$ cat config.mk
export PLATFORM = sky130hd
export DESIGN_NAME = unsigned_decimal_field_formatter_flat
export DESIGN_NICKNAME = d
export VERILOG_FILES = /design/src/sv/udf_pkg.sv /design/src/sv/udf_if.sv /design/src/sv/unsigned_decimal_field_formatter.sv /design/src/sv/udf_bcd.sv /design/src/sv/udf_emit.sv /design/src/flat_wrapper.sv
export SDC_FILE = /design/constraint.sdc
export NUM_CORES = 1
export LEC_CHECK = 0
export BUFFER_PORTS_ARGS = -buffer_cell sky130_fd_sc_hd__buf_2
export CORE_MARGIN = 5
export CORE_UTILIZATION = 61
export DETAILED_ROUTE_END_ITERATION = 12
export PLACE_DENSITY = 0.85
export SETUP_SLACK_MARGIN = 0.15
export SLEW_MARGIN = 0
export SYNTH_ARGS = -nofsm -noshare
export SYNTH_HDL_FRONTEND = slang
export SYNTH_HIERARCHICAL = 1
export SYNTH_SLANG_ARGS = --single-unit
$ cat constraint.sdc
create_clock -name i_clk -period 21 [get_ports i_clk]
set_input_delay 2.1 -clock i_clk [delete_from_list [all_inputs] [get_ports i_clk]]
set_output_delay 2.1 -clock i_clk [all_outputs]
set_load 0.02 [all_outputs]
$ cat src/sv/udf_pkg.sv
// ----------------------------------------------------------------------------
// udf_pkg
// Types, constants and helpers shared by the decimal field formatter.
// ----------------------------------------------------------------------------
package udf_pkg;

    localparam int VALUE_W           = 32;
    localparam int LEN_W             = 7;
    localparam int BCD_DIGITS        = 10;
    localparam int BCD_W             = 4 * BCD_DIGITS;
    localparam int CONV_STEPS        = VALUE_W;
    localparam int DEFAULT_MAX_FIELD = 63;

    localparam logic [7:0] ASCII_ZERO  = 8'h30;
    localparam logic [7:0] ASCII_SPACE = 8'h20;

    localparam logic [1:0] MODE_RIGHT = 2'd0;
    localparam logic [1:0] MODE_LEFT  = 2'd1;
    localparam logic [1:0] MODE_ZERO  = 2'd2;
    localparam logic [1:0] MODE_SPARE = 2'd3;

    typedef logic [LEN_W-1:0] t_len;

    // field layout: [0,b1) pad, [b1,b2) zeros, [b2,b3) digits, [b3,n) right pad
    typedef struct packed {
        logic [7:0] pad_char;
        t_len       b1;
        t_len       b2;
        t_len       b3;
        t_len       n;
    } t_plan;

    function automatic logic [3:0] digit_at(input logic [BCD_W-1:0] bcd,
                                            input logic [3:0]       idx);
        logic [3:0] d;
        d = '0;
        for (int i = 0; i < BCD_DIGITS; i++) begin
            if (idx == 4'(i)) begin
                d = bcd[i*4 +: 4];
            end
        end
        return d;
    endfunction

endpackage

$ cat src/sv/udf_if.sv
// ----------------------------------------------------------------------------
// udf_if
// Valid/ready channels for the formatter: request in, characters out.
// ----------------------------------------------------------------------------
interface udf_in_if;
    logic        valid;
    logic        ready;
    logic [31:0] value;
    logic [5:0]  field_width;
    logic [5:0]  precision;
    logic        has_precision;
    logic [1:0]  align_mode;

    modport source (output valid, value, field_width, precision, has_precision,
                    align_mode, input ready);
    modport sink   (input valid, value, field_width, precision, has_precision,
                    align_mode, output ready);
endinterface

interface udf_out_if;
    logic        valid;
    logic        ready;
    logic [7:0]  char_out;
    logic        last_char;
    logic [31:0] total_printed;

    modport source (output valid, char_out, last_char, total_printed, input ready);
    modport sink   (input valid, char_out, last_char, total_printed, output ready);
endinterface

$ cat src/sv/unsigned_decimal_field_formatter.sv
// A request runs through the 32-step shift-and-add-3 conversion, S_PREP (digit count) and
// S_PLAN (field layout), then goes out one character per cycle from the output register
// while the receiver is ready; no new request is taken until the emitter has finished.
// A field with no characters emits nothing.
// Reset (synchronous, active low) clears the running character count and goes idle.
// ----------------------------------------------------------------------------
// unsigned_decimal_field_formatter
// Prints a 32-bit unsigned value in decimal inside a padded field.
// ----------------------------------------------------------------------------
module unsigned_decimal_field_formatter #(
    parameter int MAX_FIELD = udf_pkg::DEFAULT_MAX_FIELD
) (
    input  logic       i_clk,
    input  logic       i_rst_n,
    udf_in_if.sink     i_in,
    udf_out_if.source  o_out
);

    localparam logic [2:0] S_IDLE = 3'd0;
    localparam logic [2:0] S_CONV = 3'd1;
    localparam logic [2:0] S_PREP = 3'd2;
    localparam logic [2:0] S_PLAN = 3'd3;
    localparam logic [2:0] S_EMIT = 3'd4;

    localparam udf_pkg::t_len MAX_LEN = udf_pkg::t_len'(MAX_FIELD);

    logic [2:0]                  r_state;
    udf_pkg::t_len               r_width;
    udf_pkg::t_len               r_prec;
    logic                        r_hasp;
    logic [1:0]                  r_mode;
    udf_pkg::t_len               r_ndig;
    udf_pkg::t_plan              r_plan;
    logic                        n_accept;
    logic                        bcd_done;
    logic [udf_pkg::BCD_W-1:0]   bcd;
    logic                        emit_busy;
    logic                        n_emit_start;
    udf_pkg::t_len               n_width;
    udf_pkg::t_len               n_prec;
    udf_pkg::t_len               n_ndig;
    udf_pkg::t_len               n_lz;
    udf_pkg::t_len               n_body;
    udf_pkg::t_len               n_pad;
    udf_pkg::t_len               n_lead;
    udf_pkg::t_plan              n_plan;

    assign i_in.ready = (r_state == S_IDLE);
    assign n_accept   = i_in.valid && i_in.ready;

    assign n_width = ({1'b0, i_in.field_width} > MAX_LEN) ? MAX_LEN : {1'b0, i_in.field_width};
    assign n_prec  = ({1'b0, i_in.precision} > MAX_LEN) ? MAX_LEN : {1'b0, i_in.precision};

    // digit count: highest nonzero BCD digit, at least one, or none for a zero value with explicit zero precision
    always_comb begin
        n_ndig = udf_pkg::t_len'(1);
        for (int i = 1; i < udf_pkg::BCD_DIGITS; i++) begin
            if (bcd[i*4 +: 4] != 4'd0) begin
                n_ndig = udf_pkg::t_len'(i + 1);
            end
        end
        if (r_hasp && r_prec == '0 && bcd == '0) begin
            n_ndig = '0;
        end
    end

    always_comb begin
        n_lz   = (r_hasp && r_prec > r_ndig) ? r_prec - r_ndig : '0;
        n_body = r_ndig + n_lz;
        n_pad  = (r_width > n_body) ? r_width - n_body : '0;
        n_lead = (r_mode == udf_pkg::MODE_LEFT) ? '0 : n_pad;
        n_plan.pad_char = (r_mode == udf_pkg::MODE_ZERO && r_ndig != '0)
                          ? udf_pkg::ASCII_ZERO : udf_pkg::ASCII_SPACE;
        n_plan.b1 = n_lead;
        n_plan.b2 = n_lead + n_lz;
        n_plan.b3 = n_lead + n_lz + r_ndig;
        n_plan.n  = n_body + n_pad;
    end

    assign n_emit_start = (r_state == S_PLAN) && (n_plan.n != '0);

    always_ff @(posedge i_clk) begin
        if (!i_rst_n) begin
            r_state <= S_IDLE;
        end else begin
            unique case (r_state)
                S_IDLE: begin
                    if (n_accept) begin
                        r_state <= S_CONV;
                    end
                end
                S_CONV: begin
                    if (bcd_done) begin
                        r_state <= S_PREP;
                    end
                end
                S_PREP: begin
                    r_state <= S_PLAN;
                end
                S_PLAN: begin
                    r_state <= n_emit_start ? S_EMIT : S_IDLE;
                end
                S_EMIT: begin
                    if (!emit_busy) begin
                        r_state <= S_IDLE;
                    end
                end
                default: begin
                    r_state <= S_IDLE;
                end
            endcase
        end
    end

    always_ff @(posedge i_clk) begin
        if (n_accept) begin
            r_width <= n_width;
            r_prec  <= n_prec;
            r_hasp  <= i_in.has_precision;
            r_mode  <= (i_in.align_mode == udf_pkg::MODE_SPARE) ? udf_pkg::MODE_RIGHT
                                                                : i_in.align_mode;
        end
        if (r_state == S_PREP) begin
            r_ndig <= n_ndig;
        end
        if (r_state == S_PLAN) begin
            r_plan <= n_plan;
        end
    end

    udf_bcd u_bcd (
        .i_clk   (i_clk),
        .i_rst_n (i_rst_n),
        .i_start (n_accept),
        .i_value (i_in.value),
        .o_bcd   (bcd),
        .o_done  (bcd_done)
    );

    udf_emit u_emit (
        .i_clk   (i_clk),
        .i_rst_n (i_rst_n),
        .i_start (n_emit_start),
        .i_plan  (n_emit_start ? n_plan : r_plan),
        .i_bcd   (bcd),
        .o_busy  (emit_busy),
        .o_out   (o_out)
    );

    a_ready_quiet: assert property (@(posedge i_clk) disable iff (!i_rst_n)
        i_in.ready |-> !emit_busy) else $error("ready while emitting");
    a_field_fits: assert property (@(posedge i_clk) disable iff (!i_rst_n)
        r_state == S_PLAN |-> n_plan.n <= MAX_LEN) else $error("field too long");
    a_emit_after_plan: assert property (@(posedge i_clk) disable iff (!i_rst_n)
        n_emit_start |=> emit_busy && r_state == S_EMIT) else $error("emit not started");

endmodule

$ cat src/sv/udf_bcd.sv
// ----------------------------------------------------------------------------
// udf_bcd
// Shift-and-add-3 binary to BCD converter, one bit per cycle.
// ----------------------------------------------------------------------------
module udf_bcd (
    input  logic                         i_clk,
    input  logic                         i_rst_n,
    input  logic                         i_start,
    input  logic [udf_pkg::VALUE_W-1:0]  i_value,
    output logic [udf_pkg::BCD_W-1:0]    o_bcd,
    output logic                         o_done
);

    localparam int CNT_W = $clog2(udf_pkg::CONV_STEPS);

    logic                        r_busy;
    logic [CNT_W-1:0]            r_cnt;
    logic [udf_pkg::VALUE_W-1:0] r_bin;
    logic [udf_pkg::BCD_W-1:0]   r_bcd;
    logic                        r_done;
    logic [udf_pkg::BCD_W-1:0]   n_adj;

    always_comb begin
        for (int i = 0; i < udf_pkg::BCD_DIGITS; i++) begin
            n_adj[i*4 +: 4] = (r_bcd[i*4 +: 4] >= 4'd5) ? r_bcd[i*4 +: 4] + 4'd3
                                                        : r_bcd[i*4 +: 4];
        end
    end

    always_ff @(posedge i_clk) begin
        if (!i_rst_n) begin
            r_busy <= 1'b0;
            r_done <= 1'b0;
            r_cnt  <= '0;
        end else begin
            r_done <= 1'b0;
            if (i_start) begin
                r_busy <= 1'b1;
                r_cnt  <= '0;
                r_bin  <= i_value;
                r_bcd  <= '0;
            end else if (r_busy) begin
                {r_bcd, r_bin} <= {n_adj[udf_pkg::BCD_W-2:0], r_bin, 1'b0};
                r_cnt          <= r_cnt + 1'b1;
                if (r_cnt == CNT_W'(udf_pkg::CONV_STEPS - 1)) begin
                    r_busy <= 1'b0;
                    r_done <= 1'b1;
                end
            end
        end
    end

    assign o_bcd  = r_bcd;
    assign o_done = r_done;

    a_done_after_busy: assert property (@(posedge i_clk) disable iff (!i_rst_n)
        r_done |-> $past(r_busy)) else $error("done without conversion");
    a_start_busy: assert property (@(posedge i_clk) disable iff (!i_rst_n)
        i_start |=> r_busy && r_cnt == '0) else $error("start not taken");
    a_no_overlap: assert property (@(posedge i_clk) disable iff (!i_rst_n)
        r_done |-> !r_busy) else $error("busy after done");

endmodule

$ cat src/sv/udf_emit.sv
// ----------------------------------------------------------------------------
// udf_emit
// Character sequencer: walks the field layout and fills the output register.
// ----------------------------------------------------------------------------
module udf_emit (
    input  logic                       i_clk,
    input  logic                       i_rst_n,
    input  logic                       i_start,
    input  udf_pkg::t_plan             i_plan,
    input  logic [udf_pkg::BCD_W-1:0]  i_bcd,
    output logic                       o_busy,
    udf_out_if.source                  o_out
);

    logic              r_active;
    udf_pkg::t_len     r_pos;
    logic [31:0]       r_count;
    logic              r_ovalid;
    logic [7:0]        r_char;
    logic              r_last;
    logic [31:0]       r_total;
    logic              n_adv;
    logic              n_last;
    logic [7:0]        n_char;
    udf_pkg::t_len     n_di;

    assign n_adv  = r_active && (!r_ovalid || o_out.ready);
    assign n_last = (r_pos + 1'b1) == i_plan.n;
    assign n_di   = i_plan.b3 - r_pos - 1'b1;

    always_comb begin
        if (r_pos < i_plan.b1) begin
            n_char = i_plan.pad_char;
        end else if (r_pos < i_plan.b2) begin
            n_char = udf_pkg::ASCII_ZERO;
        end else if (r_pos < i_plan.b3) begin
            n_char = udf_pkg::ASCII_ZERO + {4'd0, udf_pkg::digit_at(i_bcd, n_di[3:0])};
        end else begin
            n_char = udf_pkg::ASCII_SPACE;
        end
    end

    always_ff @(posedge i_clk) begin
        if (!i_rst_n) begin
            r_active <= 1'b0;
            r_pos    <= '0;
            r_count  <= '0;
            r_ovalid <= 1'b0;
        end else begin
            if (i_start) begin
                r_active <= 1'b1;
                r_pos    <= '0;
            end else if (n_adv) begin
                r_pos   <= r_pos + 1'b1;
                r_count <= r_count + 1'b1;
                if (n_last) begin
                    r_active <= 1'b0;
                end
            end
            if (n_adv) begin
                r_ovalid <= 1'b1;
            end else if (o_out.ready) begin
                r_ovalid <= 1'b0;
            end
        end
    end

    always_ff @(posedge i_clk) begin
        if (n_adv) begin
            r_char  <= n_char;
            r_last  <= n_last;
            r_total <= r_count + 32'd1;
        end
    end

    assign o_busy              = r_active;
    assign o_out.valid         = r_ovalid;
    assign o_out.char_out      = r_char;
    assign o_out.last_char     = r_last;
    assign o_out.total_printed = r_total;

    a_count_step: assert property (@(posedge i_clk) disable iff (!i_rst_n)
        n_adv |=> r_count == $past(r_count) + 32'd1) else $error("count slip");
    a_pos_range: assert property (@(posedge i_clk) disable iff (!i_rst_n)
        r_active |-> r_pos < i_plan.n) else $error("position past field end");
    a_digit_index: assert property (@(posedge i_clk) disable iff (!i_rst_n)
        r_active && r_pos >= i_plan.b2 && r_pos < i_plan.b3
        |-> n_di < udf_pkg::t_len'(udf_pkg::BCD_DIGITS)) else $error("bad digit index");

endmodule

$ cat src/flat_wrapper.sv
// flat-port wrapper written by rule: the top's interface ports become plain ports
module unsigned_decimal_field_formatter_flat 
#(
    parameter int MAX_FIELD = udf_pkg::DEFAULT_MAX_FIELD
)
  (i_clk, i_rst_n, i_in_valid, i_in_value, i_in_field_width, i_in_precision, i_in_has_precision, i_in_align_mode, i_in_ready, o_out_valid, o_out_char_out, o_out_last_char, o_out_total_printed, o_out_ready);
  udf_in_if i_in_i ();
  udf_out_if o_out_i ();
  input  logic i_clk;
  input  logic i_rst_n;
  input wire logic [$bits(i_in_i.valid)-1:0] i_in_valid;
  input wire logic [$bits(i_in_i.value)-1:0] i_in_value;
  input wire logic [$bits(i_in_i.field_width)-1:0] i_in_field_width;
  input wire logic [$bits(i_in_i.precision)-1:0] i_in_precision;
  input wire logic [$bits(i_in_i.has_precision)-1:0] i_in_has_precision;
  input wire logic [$bits(i_in_i.align_mode)-1:0] i_in_align_mode;
  output wire logic [$bits(i_in_i.ready)-1:0] i_in_ready;
  output wire logic [$bits(o_out_i.valid)-1:0] o_out_valid;
  output wire logic [$bits(o_out_i.char_out)-1:0] o_out_char_out;
  output wire logic [$bits(o_out_i.last_char)-1:0] o_out_last_char;
  output wire logic [$bits(o_out_i.total_printed)-1:0] o_out_total_printed;
  input wire logic [$bits(o_out_i.ready)-1:0] o_out_ready;
  assign i_in_i.valid = i_in_valid;
  assign i_in_i.value = i_in_value;
  assign i_in_i.field_width = i_in_field_width;
  assign i_in_i.precision = i_in_precision;
  assign i_in_i.has_precision = i_in_has_precision;
  assign i_in_i.align_mode = i_in_align_mode;
  assign i_in_ready = i_in_i.ready;
  assign o_out_valid = o_out_i.valid;
  assign o_out_char_out = o_out_i.char_out;
  assign o_out_last_char = o_out_i.last_char;
  assign o_out_total_printed = o_out_i.total_printed;
  assign o_out_i.ready = o_out_ready;
  unsigned_decimal_field_formatter #(.MAX_FIELD(MAX_FIELD)) u_core (.i_clk(i_clk), .i_rst_n(i_rst_n), .i_in(i_in_i), .o_out(o_out_i));
endmodule
==> reports/metrics.csv, run 1 <==
metric,value,unit
Die X,153,um
Crit path depth,36,
htree depth,1,
Fin Setup TNS,0,ns
CTS clock-pin slew for the worst setup and hold paths,0.06,ns
first-pass GRT wire length,42800,um
vias in the first global route,9019,
Final Hold Viols,0,
sequential-to-total area share from yosys stat,0.468,
Root Driver,clkbuf_16,
Mapped Area,12500,um^2
clk sink count,212,
CP max stage cell,edfxtp_1,
layout cells sized above 1,0.182,
distinct cell type count after synthesis,77,
Starting Density,0.618,
Via density,5.81,
critical path startpoint,u_core/r_ndig[1],
top post-synthesis cells by area,"edfxtp_1, dfxtp_1, ha_1, mux2_2, nor2_1",
largest net degree at the start of global routing,89,
CTS tree,built,
Synth Flop Type,edfxtp_1,
Crit path largest cell delay,0.54,ns
Final #Nets,1395,
Detailed Routing Iterations Pass 1,5,
Ant. Diodes,0,
Core ar.,20200,um^2
routed length per placed instance,16.5,um
Lkg Pwr,5.63,nW
startpoint types,flop,
Ports,94,
CP Data Required Time,21.31,ns
"top cells by count, synth","edfxtp_1, nor2_1, nand2_1",
Finished Cell Area,14000,um^2
Synth top area share,0.387,
Post-DP HPWL,17800,um
worst setup path class,flop to flop,
final setup fails,0,
fin util,0.694,
Final Max Slew Viols,0,
Layout Skew,0.0180,ns
# DRC,0,
"EDFF count, synth",161,
GRT Util Overall,0.215,
ys async rst share,0,
Ys Warns,6,
CP Buf/Inv Count,4,
synth-to-layout area growth,12.3,%
Final ANT Viol Nets,0,
pwr dens,78.0,nW/um^2
pre-CTS setup slack,11.82,ns
worst reg-to-reg setup slack,11.64,ns
CP Capture Type,flop,
number of buffers created by CTS,24,
initial antenna violation count,0,
max_slew headroom,0.290,
CTS resizes,0,
GPL Wtd Cong,0.891,
placed cell areas,13200,um^2
hold crit path type,flop to flop,
CP Capture Point,u_core/u_emit/o_out.char_out[0],
worst-margin pin slew,1.06,ns
fin crit share,0.446,
min cycle time layout,9.36,ns
hold_buf cts,0,
die area,23500,um^2
Synth Area per Inst,10.7,um^2
Bufs on Longest Clock Path,3,
Routed WL,25600,um
Setup WS post-layout,11.64,ns
Peak VDD IR,0.0000731,V
Worst-Skew Late Latency,0.52,ns
status,completed,
drt initial violations,707,
Core Rows,52,
RSZ-0062 raised after global routing,false,
CP arrival,9.67,ns
crit-path max FO,33,
die height,153,um
total gr overflow,0,
fill cell count,1431,
Post-CTS Setup Inserts,0,
cell with the most instances after synthesis,edfxtp_1,
crit-path leading delay family,adder cells,
Critical R2R Launch,u_core/r_ndig[1],
via count,9013,
cell depth of the worst flop-to-flop path,36,
Post-Syn Instances,1171,
count of buffers from port buffering,93,
fmax,107,MHz
leading area contributor after synthesis,edfxtp_1,
max_cap viols,0,
Critical R2R Capture,u_core/u_emit/o_out.char_out[0],
"flops & latches, synth",212,
==> worst min-delay path by stage <==
stage | startpoint | end | slack (ns) | depth (start not counted)
floorplan | u_core/u_bcd/o_done | u_core/r_state[1] | 0.45 | 2
global placement | u_core/u_bcd/o_done | u_core/r_state[1] | 0.47 | 2
detailed placement | u_core/u_bcd/o_done | u_core/r_state[1] | 0.49 | 2
CTS | u_core/u_bcd/o_done | u_core/r_state[1] | 0.51 | 2
global route | u_core/u_bcd/o_done | u_core/r_state[1] | 0.54 | 2
finish | u_core/u_bcd/o_done | u_core/r_state[1] | 0.50 | 2
==> stage by stage <==
stage	hold WS (ns)	power, mW	instances
2_1_floorplan	0.453	0.619	1176
3_3_place_gp	0.469	0.654	1507
3_5_place_dp	0.486	0.661	1507
4_1_cts	0.505	1.10	1551
5_1_grt	0.542	1.14	1551
6_report	0.504	1.10	1551
==> flip-flops by register name, indices dropped and copies added (netlist names), 3 cells and up <==
register,cells
u_core/r_ndig,4
u_core/r_plan,29
u_core/r_prec,6
u_core/r_state,3
u_core/r_width,6
u_core/u_bcd/o_bcd,40
u_core/u_bcd/r_bin,32
u_core/u_bcd/r_cnt,5
u_core/u_emit/o_out.char_out,8
u_core/u_emit/o_out.total_printed,32
u_core/u_emit/r_count,32
u_core/u_emit/r_pos,7
==> report_power, final <==
part	switching (mW)	internal, mW
Clock	0.169	0.272
Combinational	0.0968	0.0671
Sequential	0.0135	0.477
==> routing by layer <==
layer  vias up  global-route usage  share of wire
met5         -                   0              0
met4         0              0.0776          0.036
met3        66              0.0260          0.044
met2       258               0.383           0.51
met1      4331               0.268           0.41
li1       4358                   -              -
==> kinds of logic (layout without fill, tap and decap cells) <==
group                      Yosys count  count (layout)  share of synthesized area
adders and majority gates           82              82                     0.0861
other                                2               7                   0.000601
xor gates and xnor gates           103             103                     0.0728
muxes                               95              95                     0.0882
DFF                                212             212                      0.468
buffers and inverters              117             222                     0.0403
and+or+nand+nor                    400             400                      0.160
AOI/OAI and AO/OA                  160             160                     0.0834
==> layout make-up <==
cell class                 instances  area (um^2)  area share
multi-input combinational        847         6180       0.440
timing repair buffer              99          510      0.0364
clock inverter                    10          119     0.00847
tap                              270          338      0.0241
clock buffer                      34          742      0.0528
inverter                          79          297      0.0211
sequential                       212         5860       0.417
==> worst register-to-register path, delay by kind of cell, from the launching register on <==
family | cells | cell delay (ns)
compound gates | 10 | 2.16
xor+xnor | 4 | 1.03
fa+ha+maj | 7 | 2.33
buf+inv | 4 | 0.67
flops | 1 | 0.54
mux | 1 | 0.26
simple gates | 10 | 2.15
==> cell usage in the layout, fill, tap and decap left out, types with 11 or more instances in the layout <==
master / netlist / final
buf_2: 13 / 93
ha_1: 74 / 74
nor2b_1: 14 / 14
nand4_1: 16 / 16
mux2_2: 55 / 55
nor3_1: 25 / 24
xor2_1: 52 / 52
and3_1: 11 / 11
mux2i_1: 22 / 22
nor2_1: 123 / 122
xnor2_1: 50 / 50
nor4_1: 16 / 16
edfxtp_1: 161 / 161
nand3_1: 25 / 25
a21oi_1: 46 / 46
nand2b_1: 21 / 21
nand2_1: 87 / 87
inv_1: 78 / 78
dfxtp_1: 51 / 51
clkbuf_16: 0 / 27
o21ai_0: 39 / 39
and2_1: 15 / 14
(Power assumes the default switching activity.)
==> run 2: changes to the inputs <==
- clock period: 21 -> 9.2 ns (I/O delays scaled with it)
==> run 2 against run 1 <==
First-iteration DRC count increased by 5.9%. Clock power increased by 110%. Register-to-register slack got worse by 11 ns. Global-route usage increased by 0.051 points. Sequential power increased by 130%. Setup slack got worse by 11 ns. Largest power group unchanged. Critical path depth increased by 1. Core utilization increased by 0.58 points.
==> reports/metrics.csv, run 2 (synthesis gave the netlist of run 1 again) <==
metric,value,unit
layout cells sized above 1,0.196,
drt initial violations,749,
overall power,2.45,mW
Lkg Pwr,5.69,nW
Fin Setup TNS,0,ns
Final Max Slew Viols,0,
CP arrival,9.11,ns
via count,9051,
Peak VDD IR,0.000156,V
status,completed,
Final Hold Viols,0,
Detailed Routing Iterations Pass 1,5,
Core Rows,52,
htree depth,1,
final setup fails,0,
Starting Density,0.618,
total gr overflow,0,
max_cap viols,0,
die height,153,um
CTS clock-pin slew for the worst setup and hold paths,0.06,ns
Crit path largest cell delay,0.50,ns
Bufs on Longest Clock Path,3,
GRT Util Overall,0.215,
initial antenna violation count,0,
largest net degree at the start of global routing,91,
count of buffers from port buffering,93,
startpoint types,flop,
die area,23500,um^2
Die X,153,um
Worst-Skew Late Latency,0.51,ns
first-pass GRT wire length,42800,um
hold_buf cts,0,
Via density,5.77,
Ant. Diodes,0,
min cycle time layout,8.80,ns
pwr dens,173,nW/um^2
fin util,0.700,
fin crit share,0.956,
CP max stage cell,fa_2,
worst setup path class,flop to flop,
"leading cell type in the layout, fill and taps excluded",edfxtp_1,
Final ANT Viol Nets,0,
crit-path max FO,6,
Core ar.,20200,um^2
Non-Filler Instances,1569,
CP Data Required Time,9.51,ns
worst-margin pin slew,1.06,ns
placed cell areas,13200,um^2
most frequent cells in the layout,"edfxtp_1, nor2_1, buf_2",
fmax,114,MHz
CP most frequent cell,ha_1,
Ports,94,
area of the multi-input gates,6240,um^2
max reg flops,40,
max_slew headroom,0.292,
clk sink count,212,
# placed instances,1509,
hold crit path type,flop to flop,
vias in the first global route,8856,
synth-to-layout area growth,13.2,%
CTS tree,built,
Routed WL,26300,um
RSZ-0062 raised after global routing,false,
Root Driver,clkbuf_16,
Layout Skew,0.0121,ns
flip-flop and latch area,5860,um^2
CP Capture Type,flop,
number of buffers created by CTS,24,
routed length per placed instance,16.8,um
Finished Cell Area,14200,um^2
# DRC,0,
fill cell count,1413,
GPL Wtd Cong,0.917,
Post-DP HPWL,18300,um
Final #Nets,1413,
## run 2: path summary, 6_finish.rpt
check                                         start                              end  slack, ns  cells past startpoint
worst min register to register  u_core/u_bcd/o_done                u_core/r_state[1]       0.49                      2
worst max register to register     u_core/r_ndig[1]  u_core/u_emit/o_out.char_out[0]       0.40                     37
worst max-delay path               u_core/r_ndig[1]  u_core/u_emit/o_out.char_out[0]       0.40                     37
worst min-delay path            u_core/u_bcd/o_done                u_core/r_state[1]       0.49                      2
## run 2: worst max-delay path, delay by kind of cell (launching register included)
kind	cells	cell delay [ns]
compound gates	10	1.87
xor+xnor	3	0.62
fa+ha+maj	7	2.33
buf+inv	6	0.77
flops	1	0.46
mux	1	0.31
simple gates	10	2.21
## run 2: layout make-up
| cell class | count | area share |
|---|---|---|
| Sequential cell | 212 | 0.414 |
| Tap cell | 270 | 0.0239 |
| Clock inverter | 5 | 0.00212 |
| Timing Repair Buffer | 117 | 0.0457 |
| Multi-Input combinational cell | 847 | 0.441 |
| Clock buffer | 39 | 0.0530 |
| Inverter | 79 | 0.0209 |
## run 2: stage by stage
stage               hold slack, ns  worst slack [ns]
floorplan                    0.453             0.950
global placement             0.467             0.505
detailed placement           0.487             0.102
CTS                          0.492             0.278
global route                 0.525            0.0448
finish                       0.492             0.404
## run 2: per-layer routing
layer  GRT usage  wire length (um)  up-vias
met2       0.379             13200      286
met3      0.0311              1360       65
li1            -                 -     4393
met5           0                 0        -
met1       0.278             11100     4307
met4      0.0602               713        0
## run 2: what timing repair did
item | in CTS | in global routing
endpoints found under the setup margin | 2 | 10
endpoints found under the hold margin | 0 | 0
gates resized for setup | 2 | 16
pin swaps | 0 | 4
buffers inserted | 0 | 16
## run 2: report_power, final
part / switching, mW / internal [mW] / total, mW
clock network: 0.370 / 0.559 / 0.929
registers: 0.0300 / 1.09 / 1.12
logic: 0.238 / 0.168 / 0.406
total: 0.638 / 1.82 / 2.45
